`src/sv/ise_pkg.sv`:
```
// ----------------------------------------------------------------------------
// ise_pkg: shared types and constants of the integer sort engine
// Holds the store size, the data width, the control struct between the
// sequencer and the sorting cells, and the sequencer state encoding.
// ----------------------------------------------------------------------------
package ise_pkg;

  localparam int MaxItems = 64;
  localparam int DataBits = 32;

  typedef logic signed [DataBits-1:0] data_t;

  // commands broadcast to every cell of the chain
  typedef struct packed {
    logic ins;    // insert the broadcast value into place
    logic shift;  // move every entry one cell toward the head
  } ctrl_t;

  typedef enum logic [1:0] {
    StLoad  = 2'b01,
    StDrain = 2'b10
  } state_e;

endpackage

```
`src/sv/ise_cell.sv`:
```
// ----------------------------------------------------------------------------
// ise_cell: one cell of the systolic insertion sorter
// Holds one entry and its occupied bit. On insert it keeps its entry, takes
// the entry of its upstream neighbor, or takes the new value; on shift it
// takes the entry of its downstream neighbor.
// ----------------------------------------------------------------------------
module ise_cell
  import ise_pkg::*;
(
  input  logic  clk_i,
  input  logic  rst_ni,
  input  ctrl_t ctrl_i,
  input  data_t new_val_i,
  input  logic  prev_gt_i,
  input  data_t prev_val_i,
  input  logic  prev_occ_i,
  input  data_t next_val_i,
  input  logic  next_occ_i,
  output data_t val_o,
  output logic  occ_o,
  output logic  gt_o
);

  data_t val_q, val_d;
  logic  occ_q, occ_d;

  // an empty cell behaves as if it held plus infinity
  assign gt_o = !occ_q || (val_q > new_val_i);

  always_comb begin
    val_d = val_q;
    occ_d = occ_q;
    if (ctrl_i.ins) begin
      occ_d = occ_q | prev_occ_i;
      if (gt_o) begin
        val_d = prev_gt_i ? prev_val_i : new_val_i;
      end
    end else if (ctrl_i.shift) begin
      val_d = next_val_i;
      occ_d = next_occ_i;
    end
  end

  always_ff @(posedge clk_i or negedge rst_ni) begin
    if (!rst_ni) begin
      occ_q <= 1'b0;
    end else begin
      occ_q <= occ_d;
    end
  end

  always_ff @(posedge clk_i) begin
    val_q <= val_d;
  end

  assign val_o = val_q;
  assign occ_o = occ_q;

endmodule

```
`config.mk`:
```
export PLATFORM = sky130hd
export DESIGN_NAME = ise_cell
export DESIGN_NICKNAME = d
export VERILOG_FILES = /design/src/sv/ise_pkg.sv /design/src/sv/ise_cell.sv
export SDC_FILE = /design/constraint.sdc
export NUM_CORES = 1
export LEC_CHECK = 0
export ABC_AREA = 1
export BUFFER_PORTS_ARGS = -buffer_cell sky130_fd_sc_hd__buf_2
export CAP_MARGIN = 40
export CORE_MARGIN = 10
export CORE_UTILIZATION = 45
export DETAILED_ROUTE_END_ITERATION = 8
export GPL_TIMING_DRIVEN = 0
export PLACE_DENSITY = 0.79
export SETUP_SLACK_MARGIN = 0.2
export SYNTH_ARGS = -nofsm -noshare
export SYNTH_HDL_FRONTEND = slang
export SYNTH_SLANG_ARGS = --single-unit
```
`constraint.sdc`:
```
create_clock -name clk_i -period 3.4 [get_ports clk_i]
set_input_delay 0.85 -clock clk_i [delete_from_list [all_inputs] [get_ports clk_i]]
set_output_delay 0.85 -clock clk_i [all_outputs]
set_load 0.05 [all_outputs]
```
==> impl_results.md <==
- Die ar.: 0.00901 mm^2
- Clk_lat worst skew: 0.29 ns
- CTS tree: done
- Vias per cell: 5.05
- CP Class: in -> out
- Cell at the root of the clock tree: clkbuf_8
- Clock power share: 20.8%
- Worst-path cell chain: buf_2, inv_2, ha_4, a21o_1, nor2_1, nand2_1, nand2_1, nand2_1, nand2_1, nand2_1, nand2_1, nand3_2, nand2_2, buf_8
- Post-synthesis mux area share: 0%
- DR pass1 iterations: 5
- Number of global-route vias before repair: 2845
- Tcrit/Tclk final: 90.4%
- Worst r2r src: val_o[13]
- Max Cap Viol: 0
- GR Util All Layers: 18.2%
- # H-tree levels: 2
- ANT cells: 0
- First-pass GRT wire length: 13.0 mm
- Unrepaired setup endpoints after global routing: false
- Most common cell after layout, fill and taps aside: buf_2
- P&R area growth vs syn: 45.6%
- Register Area: 986 um^2
- Crit end category: output pin
- Synth top area share: 38.0%
- DRT Wirelength: 8.73 mm
- Starting Density: 46.2%
- Max clock buf depth: 2
- CTS buffer count: 5
- Post-Synth Adder-Cell Area: 15.8%
- Area of the multi-input gates: 0.00160 mm^2
- Crit-path slowest cell: ha_4
- Synth cell types: 22
- #FFs+latches synth: 33
- Post-synthesis cell area: 0.00253 mm^2
- WP buf/inv: 3
- Largest net degree at the start of global routing: 33
- Worst Setup Start Kind: input pin
- Compound-gate portion of the synthesized area: 16.9%
- Leakage power: 1.79 nW
- Detail Route Antenna Nets: 0
- Syn_area_per_cell: 7.68 um^2
- Seq/Total Area, Yosys: 39.0%
- # fillers: 470
- Req. time, crit path: 2.55 ns
- Via count: 2752
- RD Place Congestion: 0.864
- Synth Instances: 329
- Site Rows: 27
- Final Hold Viols: 0
- Setup slack, reg-to-reg: 0.82 ns
- Internal: 910 uW
- CP peak stage delay: 0.20 ns
- Post-DP Area: 0.00330 mm^2
- Critical Path Sink: gt_o
- GRT overflow: 0
- Most frequent cells in the layout: buf_2 (134), nand2_1 (70), o21ai_1 (45)
- Worst relative slew slack: 45.7%
- Cell family with the largest share of critical-path delay: simple AND/OR/NAND/NOR gates
- Comb pwr share: 42.7%
- Fmax: 325 MHz
- WL per Instance: 16.0 um
- Cell area after layout: 0.00368 mm^2
- Top cells by area, synth: edfxtp_1 (38%), ha_1 (16%), nand2_1 (11%)
- Capture point of the worst reg-to-reg path: val_o[1]
- Worst R2R Path Depth: 13
- Most frequent CP cell: nand2_1
- Cell taking the most area after synthesis: edfxtp_1
- Chip width: 94.9 um
- Outcome: finished clean
- Post-synthesis xor/xnor area fraction: 0%
- IO Count: 137
- Clk_skew: 0.00990 ns
- Die H: 94.9 um
- Min Tclk post-route: 3.08 ns
- Worst vdd ir: 0.000243 V
- Worst-path clk slew: 0.08 ns
- HP Class: in -> async
- Reg power frac: 36.6%
- # clock sinks: 33
- DRT iter0 DRCs: 156
- Synth Area in Simple Gates: 19.8%
- Main combinational cell family by area after synthesis: simple AND/OR/NAND/NOR gates
- CP Launch Point: new_val_i[7]
- NumNets Final: 607
- Dpl ws: 0.179 ns
- DRC: 0
- CP max FO: 2
- # port buffers: 136
- Crit path depth: 14
- Syn. warnings: 0
- Detail Placement HPWL: 6.85 mm
- Post-CTS Setup Repair Bufs: 0
- Crit path DAT: 2.23 ns
- Pwr/cell area: 417 mW/mm^2
- Initial antenna violation count: 0
- Switch share: 40.7%
- Synthesized net count: 464
- Setup WS post-layout: 0.325 ns
- Setup violations, final: 0
- Share of cells above drive strength 1: 41.4%
- Net switching power figure: 624 uW
- Slew Viols, Final: 0
- Layout Utilization: 67.3%
- # hold bufs at CTS: 0
- Core region area: 0.00547 mm^2
- Worst-Margin Slew: 0.812 ns
- Setup TNS: 0 ns
[worst min-delay path by stage]
stage	startpoint	to	slack (ns)	cells after the start
after floorplan	rst_ni	occ_o	0.55	0
after global placement	occ_o	occ_o	0.61	3
after detailed placement	occ_o	occ_o	0.61	3
after CTS	rst_ni	occ_o	0.31	1
after global routing	rst_ni	occ_o	0.31	1
final	rst_ni	occ_o	0.32	1
[per-layer routing]
layer	wire, um	vias up	global-route usage, %	share of wire (%)
met2	4580	127	32.6	53
li1	-	1380	-	-
met5	0	-	0	0
met3	697	10	5.47	8.0
met4	115	0	5.99	1.3
met1	3330	1235	20.0	38
[power groups by stage]
| stage | registers, mW | clock network [mW] | logic [mW] |
|---|---|---|---|
| global placement | 0.553 | 0 | 0.568 |
| global route | 0.567 | 0.346 | 0.720 |
| CTS | 0.548 | 0.325 | 0.584 |
| floorplan | 0.736 | 0 | 0.219 |
| detailed placement | 0.557 | 0 | 0.580 |
| finish | 0.561 | 0.319 | 0.654 |
[through the flow]
step | power, mW | hold WS [ns] | cells
after floorplan | 0.955 | 0.554 | 329
after global placement | 1.12 | 0.614 | 537
after detailed placement | 1.14 | 0.614 | 537
after CTS | 1.46 | 0.315 | 545
after global routing | 1.63 | 0.310 | 545
final | 1.53 | 0.320 | 545
[registers in the layout, indices dropped and copies added, names as in the netlist]
signal / count
occ_o: 1
val_o: 32
[repair_timing]
action | in CTS | in global routing
resized for setup | 1 | 46
endpoints found under the setup margin | 1 | 1
pin swaps | 0 | 19
[worst register-to-register path, delay by kind of cell (launching register included)]
family | cells | cell delay [ns]
buf+inv | 1 | 0.05
flops | 1 | 0.44
fa+ha+maj | 1 | 0.30
simple gates | 11 | 1.42
[synth_stat cells]
master     n
nand2_1   74
o21ai_1   44
nor2_1    40
inv_1     38
edfxtp_1  32
ha_1      32
o21ai_0   23
a21oi_1   14
clkbuf_1  11
inv_2      5
nand2_2    2
nand3_1    2
nor2_2     2
o21a_1     2
a21o_1     1
buf_4      1
clkinv_1   1
dfrtp_1    1
nand3_2    1
nand3b_1   1
nand4_1    1
nand4_2    1
[cells by family after synthesis]
logic type / after synthesis
AOI/OAI and AO/OA: 84
buffers and inverters: 56
DFF: 33
adders and majority gates: 32
and+or+nand+nor: 124
[layout make-up]
| type | instances | area share (%) |
|---|---|---|
| Buffer | 12 | 1.33 |
| Clock buffer | 8 | 2.45 |
| Inverter | 44 | 4.49 |
| Multi-Input combinational cell | 240 | 43.6 |
| Sequential cell | 33 | 26.8 |
| Tap cell | 72 | 2.45 |
| Timing Repair Buffer | 136 | 18.9 |
(Power assumes the default switching activity.)
