<file path="src/sv/ise_pkg.sv">
// ----------------------------------------------------------------------------
// ise_pkg: shared types and constants of the integer sort engine
// Holds the store size, the data width, the control struct between the
// sequencer and the sorting cells, and the sequencer state encoding.
// ----------------------------------------------------------------------------
package ise_pkg;

  localparam int MaxItems = 64;
  localparam int DataBits = 32;

  typedef logic signed [DataBits-1:0] data_t;

  // commands broadcast to every cell of the chain
  typedef struct packed {
    logic ins;    // insert the broadcast value into place
    logic shift;  // move every entry one cell toward the head
  } ctrl_t;

  typedef enum logic [1:0] {
    StLoad  = 2'b01,
    StDrain = 2'b10
  } state_e;

endpackage

</file>
<file path="src/sv/ise_ctrl.sv">
// ----------------------------------------------------------------------------
// ise_ctrl: load / drain sequencer of the integer sort engine
// Accepts items while loading, drops them when the chain is full, and
// streams the chain out after the final item of a set.
// ----------------------------------------------------------------------------
module ise_ctrl
  import ise_pkg::*;
(
  input  logic  clk_i,
  input  logic  rst_ni,
  input  logic  in_valid_i,
  input  logic  in_last_i,
  input  logic  out_ready_i,
  input  logic  out_last_i,
  input  logic  full_i,
  output logic  in_ready_o,
  output logic  out_valid_o,
  output logic  overflow_o,
  output ctrl_t ctrl_o
);

  state_e state_q, state_d;
  logic   ovf_q, ovf_d;
  logic   in_fire, out_fire;

  assign in_ready_o  = (state_q == StLoad);
  assign out_valid_o = (state_q == StDrain);
  assign in_fire     = in_valid_i && in_ready_o;
  assign out_fire    = out_valid_o && out_ready_i;

  assign ctrl_o.ins   = in_fire && !full_i;
  assign ctrl_o.shift = out_fire;

  always_comb begin
    state_d = state_q;
    ovf_d   = ovf_q;
    case (state_q)
      StLoad: begin
        if (in_fire) begin
          if (full_i) begin
            ovf_d = 1'b1;
          end
          if (in_last_i) begin
            state_d = StDrain;
          end
        end
      end
      StDrain: begin
        if (out_fire && out_last_i) begin
          state_d = StLoad;
          ovf_d   = 1'b0;
        end
      end
      default: begin
        state_d = StLoad;
        ovf_d   = 1'b0;
      end
    endcase
  end

  always_ff @(posedge clk_i or negedge rst_ni) begin
    if (!rst_ni) begin
      state_q <= StLoad;
      ovf_q   <= 1'b0;
    end else begin
      state_q <= state_d;
      ovf_q   <= ovf_d;
    end
  end

  assign overflow_o = ovf_q;

endmodule

</file>
<file path="config.mk">
export PLATFORM = sky130hd
export DESIGN_NAME = ise_ctrl
export DESIGN_NICKNAME = d
export VERILOG_FILES = /design/src/sv/ise_pkg.sv /design/src/sv/ise_ctrl.sv
export SDC_FILE = /design/constraint.sdc
export NUM_CORES = 1
export LEC_CHECK = 0
export ABC_CLOCK_PERIOD_IN_PS = 1300
export BUFFER_PORTS_ARGS = -buffer_cell sky130_fd_sc_hd__buf_2
export CAP_MARGIN = 20
export CORE_AREA = 10 10 47 49
export CTS_CLUSTER_DIAMETER = 200
export DETAILED_ROUTE_END_ITERATION = 8
export DIE_AREA = 0 0 57 59
export HOLD_SLACK_MARGIN = 0.08
export PLACE_DENSITY = 0.41
export SETUP_SLACK_MARGIN = 0.5
export SLEW_MARGIN = 15
export SYNTH_ARGS = -nofsm -noshare
export SYNTH_HDL_FRONTEND = slang
export SYNTH_SLANG_ARGS = --single-unit
export TNS_END_PERCENT = 20
</file>
<file path="constraint.sdc">
create_clock -name clk_i -period 1.3 [get_ports clk_i]
set_input_delay 0.325 -clock clk_i [delete_from_list [all_inputs] [get_ports clk_i]]
set_output_delay 0.325 -clock clk_i [all_outputs]
set_load 0.01 [all_outputs]
</file>
==> impl_metrics.json, run 1 <==
{
  "grt_pass1_wl_um": 890,
  "syn2layout_area_growth_pct": 87.2,
  "worst_slack_ns": -0.216,
  "syn_avg_cell_area_um2": 12.8,
  "layout.nets": 39,
  "wl_um": 551,
  "post-route-drc-count": 0,
  "dpl.hpwl_um": 442,
  "p_total_mw": 0.394,
  "num-fill-cells": 167,
  "die_w_um": 57,
  "timing.hold.ws_ns": 0.307,
  "seq_power_share_pct": 30.6,
  "diodes": 0,
  "via_count": 176,
  "internal_power_mw": 0.294,
  "syn_inst": 13,
  "grt.total_usage_pct": 3.59,
  "finalCritPeriodShare_pct": 117,
  "coreArea_um2": 1400,
  "pwr_density_cell_nw_per_um2": 1260,
  "hp-class": "input port to register",
  "violations": "negative setup slack",
  "io-pin-count": 12,
  "wl_met3_um": 85,
  "drive_gt1_share_pct": 64.5,
  "synth-xor-area-share_pct": 0,
  "design_area_um2": 312,
  "synth_area_leaders": "dfrtp_1 30%, nor2b_4 17%, dfstp_2 16%",
  "wl_met2_um": 165,
  "muxShareOfSynthArea_pct": 0,
  "gr-total-overflow": 0,
  "start_util_pct": 11.9,
  "gp_congestion": 0.713,
  "clk_pin_slew_ns": 0.04,
  "grt_pass1_vias": 181,
  "synth_top_cell_by_area": "dfrtp_1",
  "status": "complete, but fails checks",
  "synth_compound_area_share_pct": 21.8,
  "cts_buffer_depth": 2,
  "synth_nets": 20,
  "synth_top_family_by_area": "simple AND/OR/NAND/NOR gates",
  "ir_worst_vdd_mv": 0.422,
  "clk-insertion-delay-late_ns": 0.23,
  "die_y_um": 59,
  "yosysUniqueCellTypes": 10,
  "layout_common_cells": "8 x buf_2, 3 x clkbuf_4, 3 x buf_6, 3 x buf_4",
  "worst_ep_required_time_ns": 0.98,
  "post-route-util_pct": 22.2,
  "slew_violations": 0,
  "clock_sinks": 3,
  "grt_max_degree": 6,
  "synth_top_area_share_pct": 30.1,
  "setup_viol": 3,
  "cts_tree": "built",
  "htreeDepth": 1,
  "arrival_ns": 1.19,
  "p_leak_nw": 0.160,
  "swShare_pct": 25.3,
  "crit_path_max_incr_delay_ns": 0.55,
  "cp_cell_sequence": "nor2b_4 > and3b_1 > buf_2",
  "place_ws_ns": 0.00768,
  "period_minus_slack_ns": 1.52,
  "p_comb_share_pct": 28.1,
  "post_drt_wl_per_cell_um": 11.7,
  "clockPowerShare_pct": 41.3,
  "max_slew_margin_pct": 88.6,
  "antenna_found_initial": 0,
  "final_common_cell": "buf_2",
  "worstSetupPathType": "register to output port",
  "vias_per_cell": 3.74,
  "p_switching_mw": 0.0997,
  "ys_seq_elements": 3,
  "rsz0062_at_grt": "yes",
  "ys_seq_area_share_pct": 45.9,
  "worst_pin_slew_ns": 0.171,
  "yosysWarnings": 0,
  "cp_max_fo": 2,
  "skew_ns": 0.00110,
  "io_buffers": 11,
  "drt_pass1_iterations": 3,
  "place_area_um2": 241,
  "synthAdderAreaFrac_pct": 0,
  "end_kind": "output port",
  "max_freq_mhz": 660,
  "die-area_um2": 3360,
  "rows": 14,
  "netlist_area_um2": 166,
  "met1_length_um": 300,
  "max_cap_viol_count": 0,
  "yosys.area_share.simple_pct": 27.8,
  "cts_made_buffers": 3,
  "slowest_stage": "dfstp_2",
  "antenna_left": 0,
  "cts_root_buffer": "clkbuf_4",
  "hold_viol_final": 0,
  "start_kind": "register",
  "drt_iter0_drc": 7,
  "top_layer": "met3"
}
[cells by family after synthesis]
logic type,Yosys count
AO/OA/AOI/OAI,4
flip-flops,3
buffers and inverters,1
AND/OR/NAND/NOR,5
[path summary, 6_finish.rpt]
kind	from	endpoint	slack, ns	depth (start not counted)
setup / recovery	state_q[0]	ctrl_o[1]	-0.22	3
hold / removal	in_last_i	state_q[0]	0.31	2
setup reg to reg	state_q[0]	state_q[1]	0.09	5
hold reg to reg	overflow_o	overflow_o	0.58	1
max in group asynchronous	rst_ni	state_q[0]	0.69	2
min in group asynchronous	rst_ni	overflow_o	0.41	2
[worst max-delay path, delay by kind of cell (launching register included)]
family	cells	cell delay, ns
flops	1	0.55
buf+inv	1	0.12
simple gates	2	0.30
[stage by stage]
stage | std cells | TNS [ns]
floorplan | 13 | 0
global placement | 40 | 0
detailed placement | 40 | 0
CTS | 46 | -0.490
global route | 47 | -0.722
finish | 47 | -0.490
[synthesized netlist by cell type]
cell,count
a32o_1,2
dfrtp_1,2
nor2b_4,2
a21o_1,1
a32oi_1,1
and2_1,1
and3b_1,1
buf_4,1
dfstp_2,1
nand2_1,1
[power by group through the flow]
stage | clock (mW) | combinational (mW) | sequential, mW
floorplan | 0 | 0.0380 | 0.122
global placement | 0 | 0.0778 | 0.120
detailed placement | 0 | 0.0814 | 0.120
CTS | 0.173 | 0.0919 | 0.119
global route | 0.189 | 0.121 | 0.122
finish | 0.163 | 0.111 | 0.121
[final cells by class]
type	count	area [um2]	area share, %
sequential	3	76.3	24.5
tap	16	20.0	6.43
clock buffer	4	26.3	8.43
timing repair buffer	15	106	34.1
multi-input combinational	9	82.6	26.5
[state kept, by name (all words and copies together) (netlist names)]
register / flops
overflow_o: 1
state_q: 2
[layer usage]
| metal | vias to the layer above | GRT usage [%] |
|---|---|---|
| li1 | 86 | - |
| met4 | 0 | 3.02 |
| met1 | 78 | 4.66 |
| met5 | - | 0 |
| met2 | 12 | 2.64 |
| met3 | 0 | 3.86 |
[what timing repair did]
| action | 4_1_cts | 5_1_grt |
|---|---|---|
| setup endpoints to repair | 8 | 8 |
| hold endpoints to repair | 3 | 0 |
| hold buffers | 1 | 0 |
| pin swaps | 3 | 0 |
| resized for setup | 1 | 2 |
| buffers inserted | 1 | 1 |
No activity file was read; power rests on OpenSTA's default activity.
==> inputs of run 2 (changes only) <==
--- a/config.mk
+++ b/config.mk
@@ -14,7 +14,6 @@
 export DIE_AREA = 0 0 57 59
 export HOLD_SLACK_MARGIN = 0.08
 export PLACE_DENSITY = 0.41
-export SETUP_SLACK_MARGIN = 0.5
 export SLEW_MARGIN = 15
 export SYNTH_ARGS = -nofsm -noshare
 export SYNTH_HDL_FRONTEND = slang
==> impl_metrics.json, run 2 (synthesis gave the netlist of run 1 again) <==
{
  "status": "complete, but fails checks",
  "violations": "negative setup slack",
  "top_usage_layer": "met3",
  "arrival_ns": 1.20,
  "grt.total_usage_pct": 3.51,
  "worstSetupPathType": "register to output port",
  "layout_common_cells": "9 x buf_2, 3 x clkbuf_4",
  "gr-total-overflow": 0,
  "worst_ep_required_time_ns": 0.98,
  "drt_pass1_iterations": 2,
  "num-fill-cells": 160,
  "skew_ns": 0.00393,
  "grt_pass1_wl_um": 821,
  "period_minus_slack_ns": 1.52,
  "antenna_left": 0,
  "setup_viol": 3,
  "use_met3_pct": 4.08,
  "clk-insertion-delay-late_ns": 0.24,
  "clock_sinks": 3,
  "use_met1_pct": 3.94,
  "placed_cells": 40,
  "rows": 14,
  "ff_latch_area_um2": 76.3,
  "vias_per_cell": 3.58,
  "grt_max_degree": 6,
  "worst_slack_ns": -0.222,
  "final_common_cell": "buf_2",
  "cp_max_fo": 2,
  "coreArea_um2": 1400,
  "rsz0062_at_grt": "yes",
  "worst_pin_slew_ns": 0.157,
  "post_drt_wl_per_cell_um": 12.3,
  "io-pin-count": 12,
  "cts_buffer_depth": 2,
  "antenna_found_initial": 0,
  "p_leak_nw": 0.149,
  "multi_input_area_um2": 82.6,
  "diodes": 0,
  "die_w_um": 57,
  "grt_pass1_vias": 197,
  "pwr_density_cell_nw_per_um2": 1300,
  "max_freq_mhz": 657,
  "met2_usage_pct": 2.64,
  "drt_iter0_drc": 2,
  "instances_no_fill": 45,
  "finalCritPeriodShare_pct": 117,
  "hold_viol_final": 0,
  "max_slew_margin_pct": 89.5,
  "drive_gt1_share_pct": 62.1,
  "start_kind": "register",
  "wl_um": 552,
  "cts_root_buffer": "clkbuf_4",
  "post-route-drc-count": 0,
  "io_buffers": 11,
  "die_y_um": 59,
  "gp_congestion": 0.690,
  "post-route-util_pct": 20.7,
  "post-cts-setup-buffers": 0,
  "hp-class": "input port to register",
  "htreeDepth": 1,
  "via_count": 161,
  "clk_pin_slew_ns": 0.04,
  "largest_reg_flops": 2,
  "end_kind": "output port",
  "ir_worst_vdd_mv": 0.316,
  "start_util_pct": 11.9,
  "cts_made_buffers": 3,
  "layout.nets": 37,
  "slew_violations": 0,
  "max_cap_viol_count": 0,
  "syn2layout_area_growth_pct": 74.4,
  "die-area_um2": 3360,
  "regMostFlops": "state_q",
  "cts_tree": "built"
}
run 2: layout make-up:
type	instances	share of cell area, %
flip-flops and latches	3	26.3
well taps	16	6.90
multi-input cells	9	28.4
repair buffers	13	29.3
clock buffers	4	9.05
run 2: power breakdown:
part / internal (mW) / switching, mW
logic: 0.0526 / 0.0366
clock network: 0.115 / 0.0519
registers: 0.108 / 0.0114
total: 0.276 / 0.0999
run 2: through the flow:
step	setup TNS, ns	cell area [um2]	total power [mW]	hold slack (ns)	worst slack, ns
2_1_floorplan	0	166	0.160	0.0294	0.0290
3_3_place_gp	0	241	0.197	0.119	0.0310
3_5_place_dp	0	241	0.201	0.125	0.0205
4_1_cts	-0.555	290	0.386	0.269	-0.240
5_1_grt	-0.689	290	0.405	0.282	-0.290
6_report	-0.516	290	0.376	0.281	-0.222
run 2: metal layers:
layer	wire length [um]	vias up
met3	97	0
met4	0	0
li1	-	82
met5	0	-
met2	154	12
met1	301	67
run 2: worst max-delay path: stages (launching register included):
cell and delay [ns]:
dfstp_2 0.55, nor2b_4 0.14, and3b_1 0.15, buf_2 0.13
run 2: timing repair:
item,in CTS,in global routing
hold buffers,1,0
pin swaps,1,0
endpoints found under the hold margin,3,0
gates resized for setup,2,0
setup endpoints to repair,4,4
run 2: path summary, 6_finish.rpt:
kind	endpoint	slack, ns	startpoint	cells after the start
setup / recovery	ctrl_o[1]	-0.22	state_q[0]	3
hold / removal	state_q[0]	0.28	in_last_i	2
setup reg to reg	state_q[1]	0.26	state_q[0]	3
hold reg to reg	overflow_o	0.57	overflow_o	1
max in group asynchronous	state_q[0]	0.69	rst_ni	2
min in group asynchronous	overflow_o	0.41	rst_ni	2
